==> src/design/odo_pkg.sv <==
// Shared constants, tables and types for the differential-drive odometry block.
package odo_pkg;

  localparam int unsigned CORDIC_STEPS_DEF = 24;

  // Multiplier operand and product widths
  localparam int unsigned MUL_AW = 44;
  localparam int unsigned MUL_BW = 32;
  localparam int unsigned MUL_PW = MUL_AW + MUL_BW;

  // Divider widths: 64-bit magnitude over a divisor up to 4095 * 512
  localparam int unsigned DIV_NW = 64;
  localparam int unsigned DIV_DW = 21;

  localparam logic signed [33:0] CORDIC_GAIN_Q30 = 34'sd652032874;
  localparam logic [31:0]        INV_PI_Q32      = 32'd1367130551;

  localparam logic [23:0] SCALE_RST = 24'd271790;
  localparam logic [11:0] BASE_RST  = 12'd217;
  localparam logic [15:0] RATE_RST  = 16'd250;

  localparam logic [1:0] CFG_SCALE = 2'd0;
  localparam logic [1:0] CFG_BASE  = 2'd1;
  localparam logic [1:0] CFG_RATE  = 2'd2;

  // atan(2^-i) as a binary angle, 2^31 = pi
  localparam logic [30:0] ATAN_BAM [32] = '{
    31'd536870912, 31'd316933406, 31'd167458907, 31'd85004756, 31'd42667331,
    31'd21354465, 31'd10679838, 31'd5340245, 31'd2670163, 31'd1335087,
    31'd667544, 31'd333772, 31'd166886, 31'd83443, 31'd41722, 31'd20861,
    31'd10430, 31'd5215, 31'd2608, 31'd1304, 31'd652, 31'd326, 31'd163,
    31'd81, 31'd41, 31'd20, 31'd10, 31'd5, 31'd3, 31'd1, 31'd1, 31'd0
  };

  typedef struct packed {
    logic start;
    logic b_signed;
  } mul_req_t;

endpackage

==> src/design/odo_mul.sv <==
// Bit-serial shift-add multiplier: signed A times B, one bit of B per cycle.
module odo_mul (
  input  logic                                clk_i,
  input  logic                                rst_ni,
  input  odo_pkg::mul_req_t                   req_i,
  input  logic signed [odo_pkg::MUL_AW-1:0]   a_i,
  input  logic        [odo_pkg::MUL_BW-1:0]   b_i,
  output logic                                done_o,
  output logic signed [odo_pkg::MUL_PW-1:0]   prod_o
);
  import odo_pkg::*;

  localparam int unsigned HW = MUL_AW + 2;
  localparam int unsigned CW = $clog2(MUL_BW);
  localparam logic [CW-1:0] LAST = CW'(MUL_BW - 1);

  logic                 busy_q, done_q, bs_q;
  logic [CW-1:0]        cnt_q;
  logic [MUL_AW-1:0]    a_q;
  logic [HW-1:0]        hi_q;
  logic [MUL_BW-1:0]    lo_q;
  logic [HW-1:0]        a_ext, addend, sum;
  logic                 last;

  always_comb begin
    a_ext  = {{2{a_q[MUL_AW-1]}}, a_q};
    last   = (cnt_q == LAST);
    addend = '0;
    if (lo_q[0]) begin
      addend = (last && bs_q) ? (~a_ext + HW'(1)) : a_ext;
    end
    sum = hi_q + addend;
  end

  always_ff @(posedge clk_i or negedge rst_ni) begin
    if (!rst_ni) begin
      busy_q <= 1'b0;
      done_q <= 1'b0;
      cnt_q  <= '0;
    end else begin
      done_q <= 1'b0;
      if (req_i.start) begin
        busy_q <= 1'b1;
        cnt_q  <= '0;
      end else if (busy_q) begin
        cnt_q <= cnt_q + CW'(1);
        if (last) begin
          busy_q <= 1'b0;
          done_q <= 1'b1;
        end
      end
    end
  end

  always_ff @(posedge clk_i) begin
    if (req_i.start) begin
      a_q  <= a_i;
      lo_q <= b_i;
      hi_q <= '0;
      bs_q <= req_i.b_signed;
    end else if (busy_q) begin
      hi_q <= {sum[HW-1], sum[HW-1:1]};
      lo_q <= {sum[0], lo_q[MUL_BW-1:1]};
    end
  end

  assign done_o = done_q;
  assign prod_o = {hi_q[MUL_AW-1:0], lo_q};

endmodule

==> src/design/odo_div.sv <==
// Restoring divider: unsigned magnitude over unsigned divisor, one quotient bit per cycle.
module odo_div (
  input  logic                         clk_i,
  input  logic                         rst_ni,
  input  logic                         start_i,
  input  logic [odo_pkg::DIV_NW-1:0]   num_i,
  input  logic [odo_pkg::DIV_DW-1:0]   den_i,
  output logic                         done_o,
  output logic [odo_pkg::DIV_NW-1:0]   quo_o
);
  import odo_pkg::*;

  localparam int unsigned CW = $clog2(DIV_NW);
  localparam logic [CW-1:0] LAST = CW'(DIV_NW - 1);

  logic              busy_q, done_q;
  logic [CW-1:0]     cnt_q;
  logic [DIV_NW-1:0] num_q, quo_q;
  logic [DIV_DW-1:0] den_q, rem_q;
  logic [DIV_DW:0]   trial, diff;
  logic              ge;

  always_comb begin
    trial = {rem_q, num_q[DIV_NW-1]};
    ge    = (trial >= {1'b0, den_q});
    diff  = trial - {1'b0, den_q};
  end

  always_ff @(posedge clk_i or negedge rst_ni) begin
    if (!rst_ni) begin
      busy_q <= 1'b0;
      done_q <= 1'b0;
      cnt_q  <= '0;
    end else begin
      done_q <= 1'b0;
      if (start_i) begin
        busy_q <= 1'b1;
        cnt_q  <= '0;
      end else if (busy_q) begin
        cnt_q <= cnt_q + CW'(1);
        if (cnt_q == LAST) begin
          busy_q <= 1'b0;
          done_q <= 1'b1;
        end
      end
    end
  end

  always_ff @(posedge clk_i) begin
    if (start_i) begin
      num_q <= num_i;
      den_q <= den_i;
      rem_q <= '0;
      quo_q <= '0;
    end else if (busy_q) begin
      num_q <= {num_q[DIV_NW-2:0], 1'b0};
      rem_q <= ge ? diff[DIV_DW-1:0] : trial[DIV_DW-1:0];
      quo_q <= {quo_q[DIV_NW-2:0], ge};
    end
  end

  assign done_o = done_q;
  assign quo_o  = quo_q;

endmodule

==> src/design/odo_cordic.sv <==
// Iterative CORDIC rotator: cos and sin of a binary angle, one rotation per cycle.
module odo_cordic #(
  parameter int unsigned STEPS = odo_pkg::CORDIC_STEPS_DEF
) (
  input  logic               clk_i,
  input  logic               rst_ni,
  input  logic               start_i,
  input  logic [31:0]        angle_i,
  output logic               done_o,
  output logic signed [31:0] cos_o,
  output logic signed [31:0] sin_o
);
  import odo_pkg::*;

  localparam logic [4:0] LAST = 5'(STEPS - 1);

  logic               busy_q, done_q, flip_q;
  logic [4:0]         i_q;
  logic signed [33:0] x_q, y_q, z_q;
  logic signed [33:0] xs, ys, at, x_n, y_n, z_n, xo, yo;
  logic               flip_in;

  always_comb begin
    xs = x_q >>> i_q;
    ys = y_q >>> i_q;
    at = {3'b000, ATAN_BAM[i_q]};
    if (!z_q[33]) begin
      x_n = x_q - ys;
      y_n = y_q + xs;
      z_n = z_q - at;
    end else begin
      x_n = x_q + ys;
      y_n = y_q - xs;
      z_n = z_q + at;
    end
    // second and third quadrant fold by a half turn
    flip_in = angle_i[31] ^ angle_i[30];
    xo      = flip_q ? -x_q : x_q;
    yo      = flip_q ? -y_q : y_q;
  end

  always_ff @(posedge clk_i or negedge rst_ni) begin
    if (!rst_ni) begin
      busy_q <= 1'b0;
      done_q <= 1'b0;
      i_q    <= '0;
    end else begin
      if (start_i) begin
        busy_q <= 1'b1;
        done_q <= 1'b0;
        i_q    <= '0;
      end else if (busy_q) begin
        i_q <= i_q + 5'd1;
        if (i_q == LAST) begin
          busy_q <= 1'b0;
          done_q <= 1'b1;
        end
      end
    end
  end

  always_ff @(posedge clk_i) begin
    if (start_i) begin
      flip_q <= flip_in;
      x_q    <= CORDIC_GAIN_Q30;
      y_q    <= '0;
      z_q    <= {{2{angle_i[31] ^ flip_in}}, angle_i[31] ^ flip_in, angle_i[30:0]};
    end else if (busy_q) begin
      x_q <= x_n;
      y_q <= y_n;
      z_q <= z_n;
    end
  end

  assign done_o = done_q;
  assign cos_o  = xo[31:0];
  assign sin_o  = yo[31:0];

endmodule

==> src/design/differential_drive_odometry.sv <==
// Differential-drive odometry top level: sequencer, serial arithmetic units, pose state.
// Schedule: 8 serial multiplies on the one shared bit-serial multiplier and 2 divisions on
//   the restoring divider, then the output state; CORDIC overlaps the multiplies.
// Inputs: one transaction at a time, taken only in idle; a new input is taken while a result waits.
// Reset: async active low; pose, stored counts and control clear, registers load defaults.
module differential_drive_odometry #(
  parameter int unsigned CORDIC_STEPS = odo_pkg::CORDIC_STEPS_DEF
) (
  input  logic        clk_i,
  input  logic        rst_ni,
  // configuration write port
  input  logic        cfg_we_i,
  input  logic [1:0]  cfg_idx_i,
  input  logic [23:0] cfg_wdata_i,
  // input channel
  input  logic        in_valid_i,
  output logic        in_ready_o,
  input  logic signed [31:0] right_count_i,
  input  logic signed [31:0] left_count_i,
  input  logic        restart_i,
  // output channel
  output logic        out_valid_o,
  input  logic        out_ready_i,
  output logic signed [31:0] x_pos_o,
  output logic signed [31:0] y_pos_o,
  output logic signed [31:0] heading_o,
  output logic signed [31:0] right_speed_o,
  output logic signed [31:0] left_speed_o,
  output logic signed [31:0] linear_speed_o,
  output logic signed [31:0] angular_speed_o
);
  import odo_pkg::*;

  typedef enum logic [5:0] {
    ST_IDLE  = 6'b000001,
    ST_MGO   = 6'b000010,
    ST_MWAIT = 6'b000100,
    ST_DGO   = 6'b001000,
    ST_DWAIT = 6'b010000,
    ST_OUT   = 6'b100000
  } state_e;

  // multiply schedule, run in this order
  typedef enum logic [2:0] {
    OP_DR = 3'd0,  // right count delta * scale
    OP_DL = 3'd1,  // left count delta * scale
    OP_VR = 3'd2,  // right delta * rate
    OP_VL = 3'd3,  // left delta * rate
    OP_OM = 3'd4,  // clamped diff * rate
    OP_TH = 3'd5,  // clamped diff * 2^32/pi
    OP_MC = 3'd6,  // mean delta * cos
    OP_MS = 3'd7   // mean delta * sin
  } op_e;

  function automatic logic [31:0] sat32(input logic signed [63:0] v);
    if (v > 64'sd2147483647) return 32'h7fff_ffff;
    else if (v < -64'sd2147483648) return 32'h8000_0000;
    else return v[31:0];
  endfunction

  function automatic logic signed [42:0] clamp43(input logic signed [42:0] v,
                                                 input logic signed [42:0] lim);
    if (v > lim) return lim;
    else if (v < -lim) return -lim;
    else return v;
  endfunction

  // pose + round(m * trig / 2^30), saturated
  function automatic logic [31:0] pos_step(input logic signed [31:0] p,
                                           input logic signed [MUL_PW-1:0] prod);
    logic signed [MUL_PW-1:0] t;
    logic signed [46:0]       s;
    t = prod + MUL_PW'(64'd536870912);
    s = {t[MUL_PW-1], t[MUL_PW-1:30]} + {{15{p[31]}}, p};
    return sat32({{17{s[46]}}, s});
  endfunction

  state_e state_q;
  op_e    op_q;
  logic   div_sel_q, div_neg_q;

  logic [23:0] scale_q;
  logic [11:0] base_q;
  logic [15:0] rate_q;

  logic [31:0] last_r_q, last_l_q, pose_x_q, pose_y_q, pose_h_q;

  logic signed [33:0] dcnt_r_q, dcnt_l_q;
  logic signed [41:0] dr_q, dl_q;
  logic signed [57:0] vr_q, vl_q;
  logic signed [55:0] om_q;
  logic signed [63:0] th_q;
  logic [31:0]        omega_q, dth_q, nx_q, ny_q;

  logic        out_valid_q;
  logic [31:0] x_pos_q, y_pos_q, heading_q, rs_q, ls_q, lin_q, ang_q;

  logic in_acc, out_load;

  // arithmetic units
  mul_req_t                  mul_req;
  logic signed [MUL_AW-1:0]  mul_a;
  logic [MUL_BW-1:0]         mul_b;
  logic                      mul_done;
  logic signed [MUL_PW-1:0]  mul_prod;
  logic                      div_start, div_done;
  logic [DIV_NW-1:0]         div_num, div_quo;
  logic [DIV_DW-1:0]         div_den;
  logic signed [63:0]        div_snum, div_sq;
  logic                      cord_done;
  logic signed [31:0]        cord_cos, cord_sin;

  logic signed [33:0] rc34, lc34, pr34, pl34;
  logic [11:0]        base_eff;
  logic signed [42:0] diff, msum, clamp38, clamp31, mclamp;
  logic signed [58:0] vsum;
  logic signed [MUL_PW-1:0] rnd_delta;

  assign in_ready_o = (state_q == ST_IDLE);
  assign in_acc     = in_valid_i & in_ready_o;
  assign out_load   = (state_q == ST_OUT) && (!out_valid_q || out_ready_i);

  always_comb begin
    // right count is negated so both wheels count forward
    rc34     = {{2{right_count_i[31]}}, right_count_i};
    lc34     = {{2{left_count_i[31]}}, left_count_i};
    pr34     = restart_i ? '0 : {{2{last_r_q[31]}}, last_r_q};
    pl34     = restart_i ? '0 : {{2{last_l_q[31]}}, last_l_q};
    base_eff = (base_q == '0) ? 12'd1 : base_q;

    diff    = {dr_q[41], dr_q} - {dl_q[41], dl_q};
    // signed sums so the halving shift floors
    msum    = ($signed({dr_q[41], dr_q}) + $signed({dl_q[41], dl_q})) >>> 1;
    clamp38 = clamp43(diff, 43'sh40_0000_0000);
    clamp31 = clamp43(diff, 43'sh00_8000_0000);
    mclamp  = clamp43(msum, 43'sh01_0000_0000);
    vsum    = ($signed({vr_q[57], vr_q}) + $signed({vl_q[57], vl_q})) >>> 1;
    rnd_delta = mul_prod + MUL_PW'(64'd32768);

    mul_req.start    = (state_q == ST_MGO) && (op_q != OP_MC || cord_done);
    mul_req.b_signed = (op_q == OP_MC) || (op_q == OP_MS);
    unique case (op_q)
      OP_DR: begin mul_a = {{10{dcnt_r_q[33]}}, dcnt_r_q}; mul_b = {8'd0, scale_q}; end
      OP_DL: begin mul_a = {{10{dcnt_l_q[33]}}, dcnt_l_q}; mul_b = {8'd0, scale_q}; end
      OP_VR: begin mul_a = {{2{dr_q[41]}}, dr_q};          mul_b = {16'd0, rate_q}; end
      OP_VL: begin mul_a = {{2{dl_q[41]}}, dl_q};          mul_b = {16'd0, rate_q}; end
      OP_OM: begin mul_a = {clamp38[42], clamp38};         mul_b = {16'd0, rate_q}; end
      OP_TH: begin mul_a = {clamp31[42], clamp31};         mul_b = INV_PI_Q32;      end
      OP_MC: begin mul_a = {mclamp[42], mclamp};           mul_b = cord_cos;        end
      OP_MS: begin mul_a = {mclamp[42], mclamp};           mul_b = cord_sin;        end
      default: begin mul_a = '0; mul_b = '0; end
    endcase

    // signed numerator and divisor; the divider sees magnitudes only
    div_start = (state_q == ST_DGO);
    div_snum  = div_sel_q ? th_q : {om_q, 8'd0};
    div_num   = div_snum[63] ? -div_snum : div_snum;
    div_den   = div_sel_q ? {base_eff, 9'd0} : {9'd0, base_eff};
    div_sq    = div_neg_q ? -div_quo : div_quo;
  end

  odo_mul u_mul (
    .clk_i  (clk_i),
    .rst_ni (rst_ni),
    .req_i  (mul_req),
    .a_i    (mul_a),
    .b_i    (mul_b),
    .done_o (mul_done),
    .prod_o (mul_prod)
  );

  odo_div u_div (
    .clk_i   (clk_i),
    .rst_ni  (rst_ni),
    .start_i (div_start),
    .num_i   (div_num),
    .den_i   (div_den),
    .done_o  (div_done),
    .quo_o   (div_quo)
  );

  // rotates with the heading of the previous step, started at input accept
  odo_cordic #(.STEPS(CORDIC_STEPS)) u_cordic (
    .clk_i   (clk_i),
    .rst_ni  (rst_ni),
    .start_i (in_acc),
    .angle_i (pose_h_q),
    .done_o  (cord_done),
    .cos_o   (cord_cos),
    .sin_o   (cord_sin)
  );

  // sequencer and state
  always_ff @(posedge clk_i or negedge rst_ni) begin
    if (!rst_ni) begin
      state_q     <= ST_IDLE;
      op_q        <= OP_DR;
      div_sel_q   <= 1'b0;
      scale_q     <= SCALE_RST;
      base_q      <= BASE_RST;
      rate_q      <= RATE_RST;
      last_r_q    <= '0;
      last_l_q    <= '0;
      pose_x_q    <= '0;
      pose_y_q    <= '0;
      pose_h_q    <= '0;
      out_valid_q <= 1'b0;
    end else begin
      if (cfg_we_i) begin
        if (cfg_idx_i == CFG_SCALE) scale_q <= cfg_wdata_i;
        else if (cfg_idx_i == CFG_BASE) base_q <= cfg_wdata_i[11:0];
        else if (cfg_idx_i == CFG_RATE) rate_q <= cfg_wdata_i[15:0];
      end

      if (out_load) out_valid_q <= 1'b1;
      else if (out_ready_i) out_valid_q <= 1'b0;

      unique case (state_q)
        ST_IDLE: begin
          if (in_acc) begin
            last_r_q <= right_count_i;
            last_l_q <= left_count_i;
            op_q     <= OP_DR;
            state_q  <= ST_MGO;
          end
        end
        ST_MGO: begin
          if (mul_req.start) state_q <= ST_MWAIT;
        end
        ST_MWAIT: begin
          if (mul_done) begin
            if (op_q == OP_TH) begin
              div_sel_q <= 1'b0;
              state_q   <= ST_DGO;
            end else if (op_q == OP_MS) begin
              state_q <= ST_OUT;
            end else begin
              op_q    <= op_e'(op_q + 3'd1);
              state_q <= ST_MGO;
            end
          end
        end
        ST_DGO: begin
          state_q <= ST_DWAIT;
        end
        ST_DWAIT: begin
          if (div_done) begin
            if (!div_sel_q) begin
              div_sel_q <= 1'b1;
              state_q   <= ST_DGO;
            end else begin
              op_q    <= OP_MC;
              state_q <= ST_MGO;
            end
          end
        end
        ST_OUT: begin
          if (out_load) begin
            pose_x_q <= nx_q;
            pose_y_q <= ny_q;
            pose_h_q <= pose_h_q + dth_q;  // wraps mod 2^32
            state_q  <= ST_IDLE;
          end
        end
        default: state_q <= ST_IDLE;
      endcase
    end
  end

  // datapath captures
  always_ff @(posedge clk_i) begin
    if (in_acc) begin
      dcnt_r_q <= pr34 - rc34;
      dcnt_l_q <= lc34 - pl34;
    end
    if (state_q == ST_MWAIT && mul_done) begin
      unique case (op_q)
        OP_DR: dr_q <= rnd_delta[57:16];  // round half up, floor shift
        OP_DL: dl_q <= rnd_delta[57:16];
        OP_VR: vr_q <= mul_prod[57:0];
        OP_VL: vl_q <= mul_prod[57:0];
        OP_OM: om_q <= mul_prod[55:0];
        OP_TH: th_q <= mul_prod[63:0];
        OP_MC: nx_q <= pos_step(pose_x_q, mul_prod);
        OP_MS: ny_q <= pos_step(pose_y_q, mul_prod);
        default: ;
      endcase
    end
    if (state_q == ST_DGO) div_neg_q <= div_snum[63];
    if (state_q == ST_DWAIT && div_done) begin
      if (!div_sel_q) omega_q <= sat32(div_sq);
      else dth_q <= div_sq[31:0];
    end
    if (out_load) begin
      x_pos_q   <= nx_q;
      y_pos_q   <= ny_q;
      heading_q <= pose_h_q + dth_q;
      rs_q      <= sat32({{6{vr_q[57]}}, vr_q});
      ls_q      <= sat32({{6{vl_q[57]}}, vl_q});
      lin_q     <= sat32({{5{vsum[58]}}, vsum});
      ang_q     <= omega_q;
    end
  end

  assign out_valid_o     = out_valid_q;
  assign x_pos_o         = x_pos_q;
  assign y_pos_o         = y_pos_q;
  assign heading_o       = heading_q;
  assign right_speed_o   = rs_q;
  assign left_speed_o    = ls_q;
  assign linear_speed_o  = lin_q;
  assign angular_speed_o = ang_q;

  // checks
  a_mul_done: assert property (@(posedge clk_i) disable iff (!rst_ni)
    mul_done |-> state_q == ST_MWAIT)
    else $error("multiplier finished outside its wait state");

  a_div_done: assert property (@(posedge clk_i) disable iff (!rst_ni)
    div_done |-> state_q == ST_DWAIT)
    else $error("divider finished outside its wait state");

  a_accept: assert property (@(posedge clk_i) disable iff (!rst_ni)
    in_acc |=> (state_q == ST_MGO && !in_ready_o))
    else $error("accepted transaction did not start the schedule");

  a_load: assert property (@(posedge clk_i) disable iff (!rst_ni)
    out_load |=> (out_valid_o && state_q == ST_IDLE))
    else $error("result load did not present a result");

endmodule
==> config.mk <==
export PLATFORM = sky130hd
export DESIGN_NAME = differential_drive_odometry
export DESIGN_NICKNAME = d
export VERILOG_FILES = /design/src/design/odo_pkg.sv /design/src/design/odo_mul.sv /design/src/design/odo_div.sv /design/src/design/odo_cordic.sv /design/src/design/differential_drive_odometry.sv
export SDC_FILE = /design/constraint.sdc
export NUM_CORES = 2
export LEC_CHECK = 0
export BUFFER_PORTS_ARGS = -buffer_cell sky130_fd_sc_hd__buf_2
export CAP_MARGIN = 10
export CORE_ASPECT_RATIO = 0.9
export CORE_MARGIN = 3
export CORE_UTILIZATION = 45
export DETAILED_ROUTE_END_ITERATION = 8
export RECOVER_POWER = 25
export SLEW_MARGIN = 20
export SYNTH_ARGS = -nofsm -noshare
export SYNTH_HDL_FRONTEND = slang
export SYNTH_SLANG_ARGS = --single-unit
==> constraint.sdc <==
create_clock -name clk_i -period 11.11 [get_ports clk_i]
set_input_delay 2.222 -clock clk_i [delete_from_list [all_inputs] [get_ports clk_i]]
set_output_delay 2.222 -clock clk_i [all_outputs]
set_load 0.03 [all_outputs]
# After elaboration in Yosys (flattened, before gate mapping)
# Memory sizes are Yosys's and may differ from the RTL's.
# Index checks and enable logic that the tools add are counted.
# totals
mem_count	1
out_inout_bits	226
word_cells	265
mem_bits_ro	992
ff_bits	1381
# classes
eq_ne	28
muxes	83
shift	2
order_cmp	20
add_sub_neg	27
n_reduce_logical	41
bitwise_logic	8
# mem_list
memory	depth	width	read_ports	rd_ports_with_merged_regs	wr	line_no	rtl
(name not given)	32	31	1	0	0	odo_cordic.sv:26	at = {3'b000, ATAN_BAM[i_q]};
# op_table
cell	n
32-bit two-way mux	10
64-bit two-way mux	5
44-bit one-hot mux with 7 select lines	1
43-bit two-way mux	6
34-bit two-way mux	7
58-bit by 32-bit > comparator with 1-bit output, second input constant	3
58-bit by 32-bit less-than comparator with 1-bit output, second input constant	3
32-bit one-hot mux with 5 select lines	1
64-bit negation	2
46-bit by 32-bit adder with 47-bit output	2
47-bit by 32-bit > comparator with 1-bit output, second input constant	2
47-bit by 32-bit less-than comparator with 1-bit output, second input constant	2
46-bit two-way mux	2
76-bit by 30-bit adder with 76-bit output, second input constant	1
34-bit adder	2
34-bit by 5-bit >>> shifter with 34-bit output	2
34-bit by 32-bit subtractor with 34-bit output	2
34-bit subtractor	2
64-bit by 32-bit > comparator with 1-bit output, second input constant	1
64-bit by 32-bit less-than comparator with 1-bit output, second input constant	1
32-bit negation	2
31-bit two-way mux	2
58-bit by 58-bit adder with 59-bit output	1
58-bit by 16-bit adder with 58-bit output, second input constant	1
64 further kinds	146

# Logic depth before layout (Yosys ltp)
# logic_depth
depth_word	8
ltp_mapped	36
ltp_nobuf	28

# Modules after synthesis
# A second synthesis with hierarchy kept.
# hier_totals
cells_unflattened	9615
hier_area_um2	93241.9
# modules_own_cells
mod	cells_per_inst	instances	area_each_um2
differential_drive_odometry	5814	1	58698.8
odo_cordic	2258	1	18154.9
odo_mul	886	1	8463.1
odo_div	657	1	7925.1

# Worst setup path before layout
# Ideal clock, no wire load.
# synth_timing
path_kind	in2reg
start	in out_ready_i
end	reg ang_q[0] (netlist: angular_speed_o[0]) (enable)
n_path_buf	3
cell_stages	6
path_slack_ns	1.149
arrival_time_ns	9.285
required_ns	10.434
path_cell_list	nand2b_1 -> nand2b_1 -> clkbuf_1 -> inv_1 -> clkbuf_1 -> clkbuf_1
# synth_via
elab_chain_cells	2
# synth_lines
element	line_no	rtl
start, declared	differential_drive_odometry.sv:23	input logic out_ready_i,
1-bit logical OR	differential_drive_odometry.sv:121	assign out_load = (state_q == ST_OUT) && (!out_valid_q || out_ready_i);
1-bit logical AND	differential_drive_odometry.sv:121	
named net out_load	differential_drive_odometry.sv:98	logic in_acc, out_load;
end signal, assigned	differential_drive_odometry.sv:301	ang_q <= omega_q;
end, declared	differential_drive_odometry.sv:96	logic [31:0] x_pos_q, y_pos_q, heading_q, rs_q, ls_q, lin_q, ang_q;
# The timed path passes the listed nets, and every way through them passes these cells.
# A chain may end at the register's enable or synchronous reset.

==> results.toml <==
[finish]
drive_gt1_share_pct = 9.935
finalNonFillerCells = 12530
seqCellArea_um2 = 38280
synthToLayoutAreaGrowth_pct = 10.19
multi_input_area_um2 = 49750
final_nets = 10340
fillers = 18710

[sta]
slew_headroom_pct = -170.9
hold_viol = 0
setup_tns_ns = 0
timing.final.ws_setup_ns = 2.629
tightest_slew_ns = 4.064
worst_clock_skew_ns = 0.05461
rsz0062_at_grt = "no"
max_freq_mhz = 117.9
min_period_ns = 8.481
slew_viol_final = 802
setup_viol = 0
period_share_pct = 76.34

[die]
fp.dieH_um = 432.9
core_um2 = 201000
dieArea_um2 = 208000
die_w_um = 480.4
start_util_pct = 45.33
ioPinCount = 322
fp-row-count = 156

[pwr]
powerDensity_nw_per_um2 = 110.4
p_sw_mw = 2.374
internal_power_mw = 8.711
sw_frac_of_total_pct = 21.42
max-vdd-ir-drop_mv = 0.1723
p_clk_share_pct = 48.5
seqPwrFrac_pct = 49.7
power.leakage_nw = 39.93
comb_power_share_pct = 1.8

[critical_path]
cp_data_required_time_ns = 10.69
critPathBufInv = 2
cp.arrival_ns = 8.06
cp_slowest_cell = "clkbuf_2"
path_cells = "clkbuf_1, clkbuf_2"
r2r_slack_ns = 3.02
rr_worst_depth = 23
cp_top_family = "buffers and inverters"
reg2reg_to = "nx_q[30]"
cp_max_fo = 124
crit_type = "in2async"
end_kind = "async pin"
reg2reg_from = "u_mul.lo_q[29]"
max_stage_delay_ns = 2.76
start_kind = "input pin"

[route]
viasPerCell = 5.949
dr.first_iter.drc_count = 7086
dr_wl_met2_um = 130000
ant_nets = 0
drt-met1-wl_um = 129300
firstDrtPassIters = 9
drc = 0
routed_wl_um = 289900
top_layer = "met5"
vias = 74510
dr_wl_met3_um = 20050
wire_per_inst_um = 23.14

[yosys]
synth_commonest_cells = "nand2_1, edfxtp_1, nor2_1"
synth_area_um2 = 91130
post-synth-top-count-cell = "nand2_1"
yosysSeqAreaShare_pct = 41.98
ys_async_sr_fraction_pct = 17.75
yosys.area.top_type = "edfxtp_1"
syn_nets = 10250
ys_types = 108
dominantRegCellSynth = "edfxtp_1"
avgSynthCellArea_um2 = 9.478
ys_ff_latch = 1380
ys_top_cells_by_area = "edfxtp_1, ha_1, dfrtp_1"
yosys_warnings = 0
synth-edff-count = 937
synth_top_area_share_pct = 30.87
syn_inst = 9615

[placed_design]
io_buffers = 321
dp_hpwl_um = 218700
place.gp.congestion = 0.9647
dp_slack_ns = 3.083
dp.cells = 12230

[clock_network]
clk_pin_slew_ns = 0.06
cts_tree = "built"
clk_latency_ns = 0.83
ctsHoldBuffers = 0
cts_made_buffers = 154
clkSinkCount = 1380
postCtsSetupBuffers = 0
cts_buffer_depth = 3
h-tree-depth = 4
clock-root-buffer = "clkbuf_16"
post_cts_resized = 0

[worst_hold_path]
min_path_type = "reg2reg"
worstHoldStart = "omega_q[3]"
hold_end = "angular_speed_o[3]"
hold_depth = 0

[grt]
track_usage_pct = 27.12
grt_overflow = 0
antenna_found_initial = 19
grt_pass1_vias = 70410
grt_max_degree = 164
grt_pass1_wl_um = 437100

[run]
maxCapViolCount = 18

[status]
violations = "max-capacitance violations, max-slew violations"
status = "finished, violations left"
## state kept, by name, summed over array words and instances, names as in the netlist, 34 cells and up
name	count
vl_q	58
vr_q	58
u_mul.a_q	43
u_cordic.x_q	34
u_cordic.y_q	34
dl_q	42
u_div.num_q	64
om_q	56
u_cordic.z_q	34
dcnt_r_q	34
dcnt_l_q	34
u_mul.hi_q	45
th_q	64
dr_q	42
u_div.quo_o	64
## per-stage QoR
stage	total power [mW]	hold WS (ns)	utilization, %	area, µm²
after global routing	11.43	0.4238	49.95	100400
after floorplan	5.718	0.4003	-	91130
after CTS	11.21	0.4206	50.01	100500
final	11.09	0.4198	49.95	100400
after global placement	5.810	0.4060	47.34	95180
after detailed placement	5.816	0.4054	47.35	95190
## layout make-up
cell class / instances / area share [%]
Timing Repair Buffer: 423 / 2.305
Clock buffer: 197 / 4.119
Inverter: 359 / 1.358
Clock inverter: 91 / 1.206
Sequential cell: 1380 / 38.11
Antenna cell: 6 / 0.01495
Multi-Input combinational cell: 7384 / 49.54
Tap cell: 2686 / 3.347
## worst max-delay path by stage
stage	start	end	slack [ns]	cells after the start
after floorplan	out_ready_i	angular_speed_o[0]	1.15	6
after global placement	u_mul.lo_q[30]	nx_q[27]	3.33	25
after detailed placement	u_mul.lo_q[30]	nx_q[30]	3.08	26
after CTS	u_mul.lo_q[30]	nx_q[30]	3.01	26
after global routing	rst_ni	u_cordic.busy_q	1.53	2
final	rst_ni	u_cordic.busy_q	2.63	2
## routing by layer
metal | up-vias | global-route usage (%)
li1 | 35220 | -
met1 | 36070 | 38.26
met2 | 2754 | 42.59
met3 | 464 | 3.971
met4 | 4 | 9.282
met5 | - | 0
## power by group through the flow
stage	combinational, mW	sequential, mW	clock (mW)
after CTS	0.201	5.51	5.50
final	0.197	5.51	5.38
after floorplan	0.111	5.61	0
after global routing	0.216	5.51	5.71
after global placement	0.195	5.61	0
after detailed placement	0.199	5.62	0
## layout by cell type, fill, tap and decap left out, types with 148 or more instances in the layout
cell       instances
dfrtp_1          216
edfxtp_1         937
mux2i_1          230
inv_1            347
xnor2_1          470
nand3_1          167
xor2_1           308
ha_1             527
nand2_1         1173
clkbuf_16        155
a21oi_1          615
nor2_1           804
nor3_1           154
o21ai_0          679
nand2b_1         148
buf_2            319
a21o_1           235
dfxtp_1          198
## kinds of logic after synthesis
family	Yosys count	share of synthesized area (%)
xor gates and xnor gates	778	7.477
and+or+nand+nor	3186	16.38
DFF	1380	41.98
muxes	399	5.639
buffers and inverters	851	3.608
AOI/OAI and AO/OA	2481	17.39
adders and majority gates	540	7.521
(Power assumes the default switching activity.)
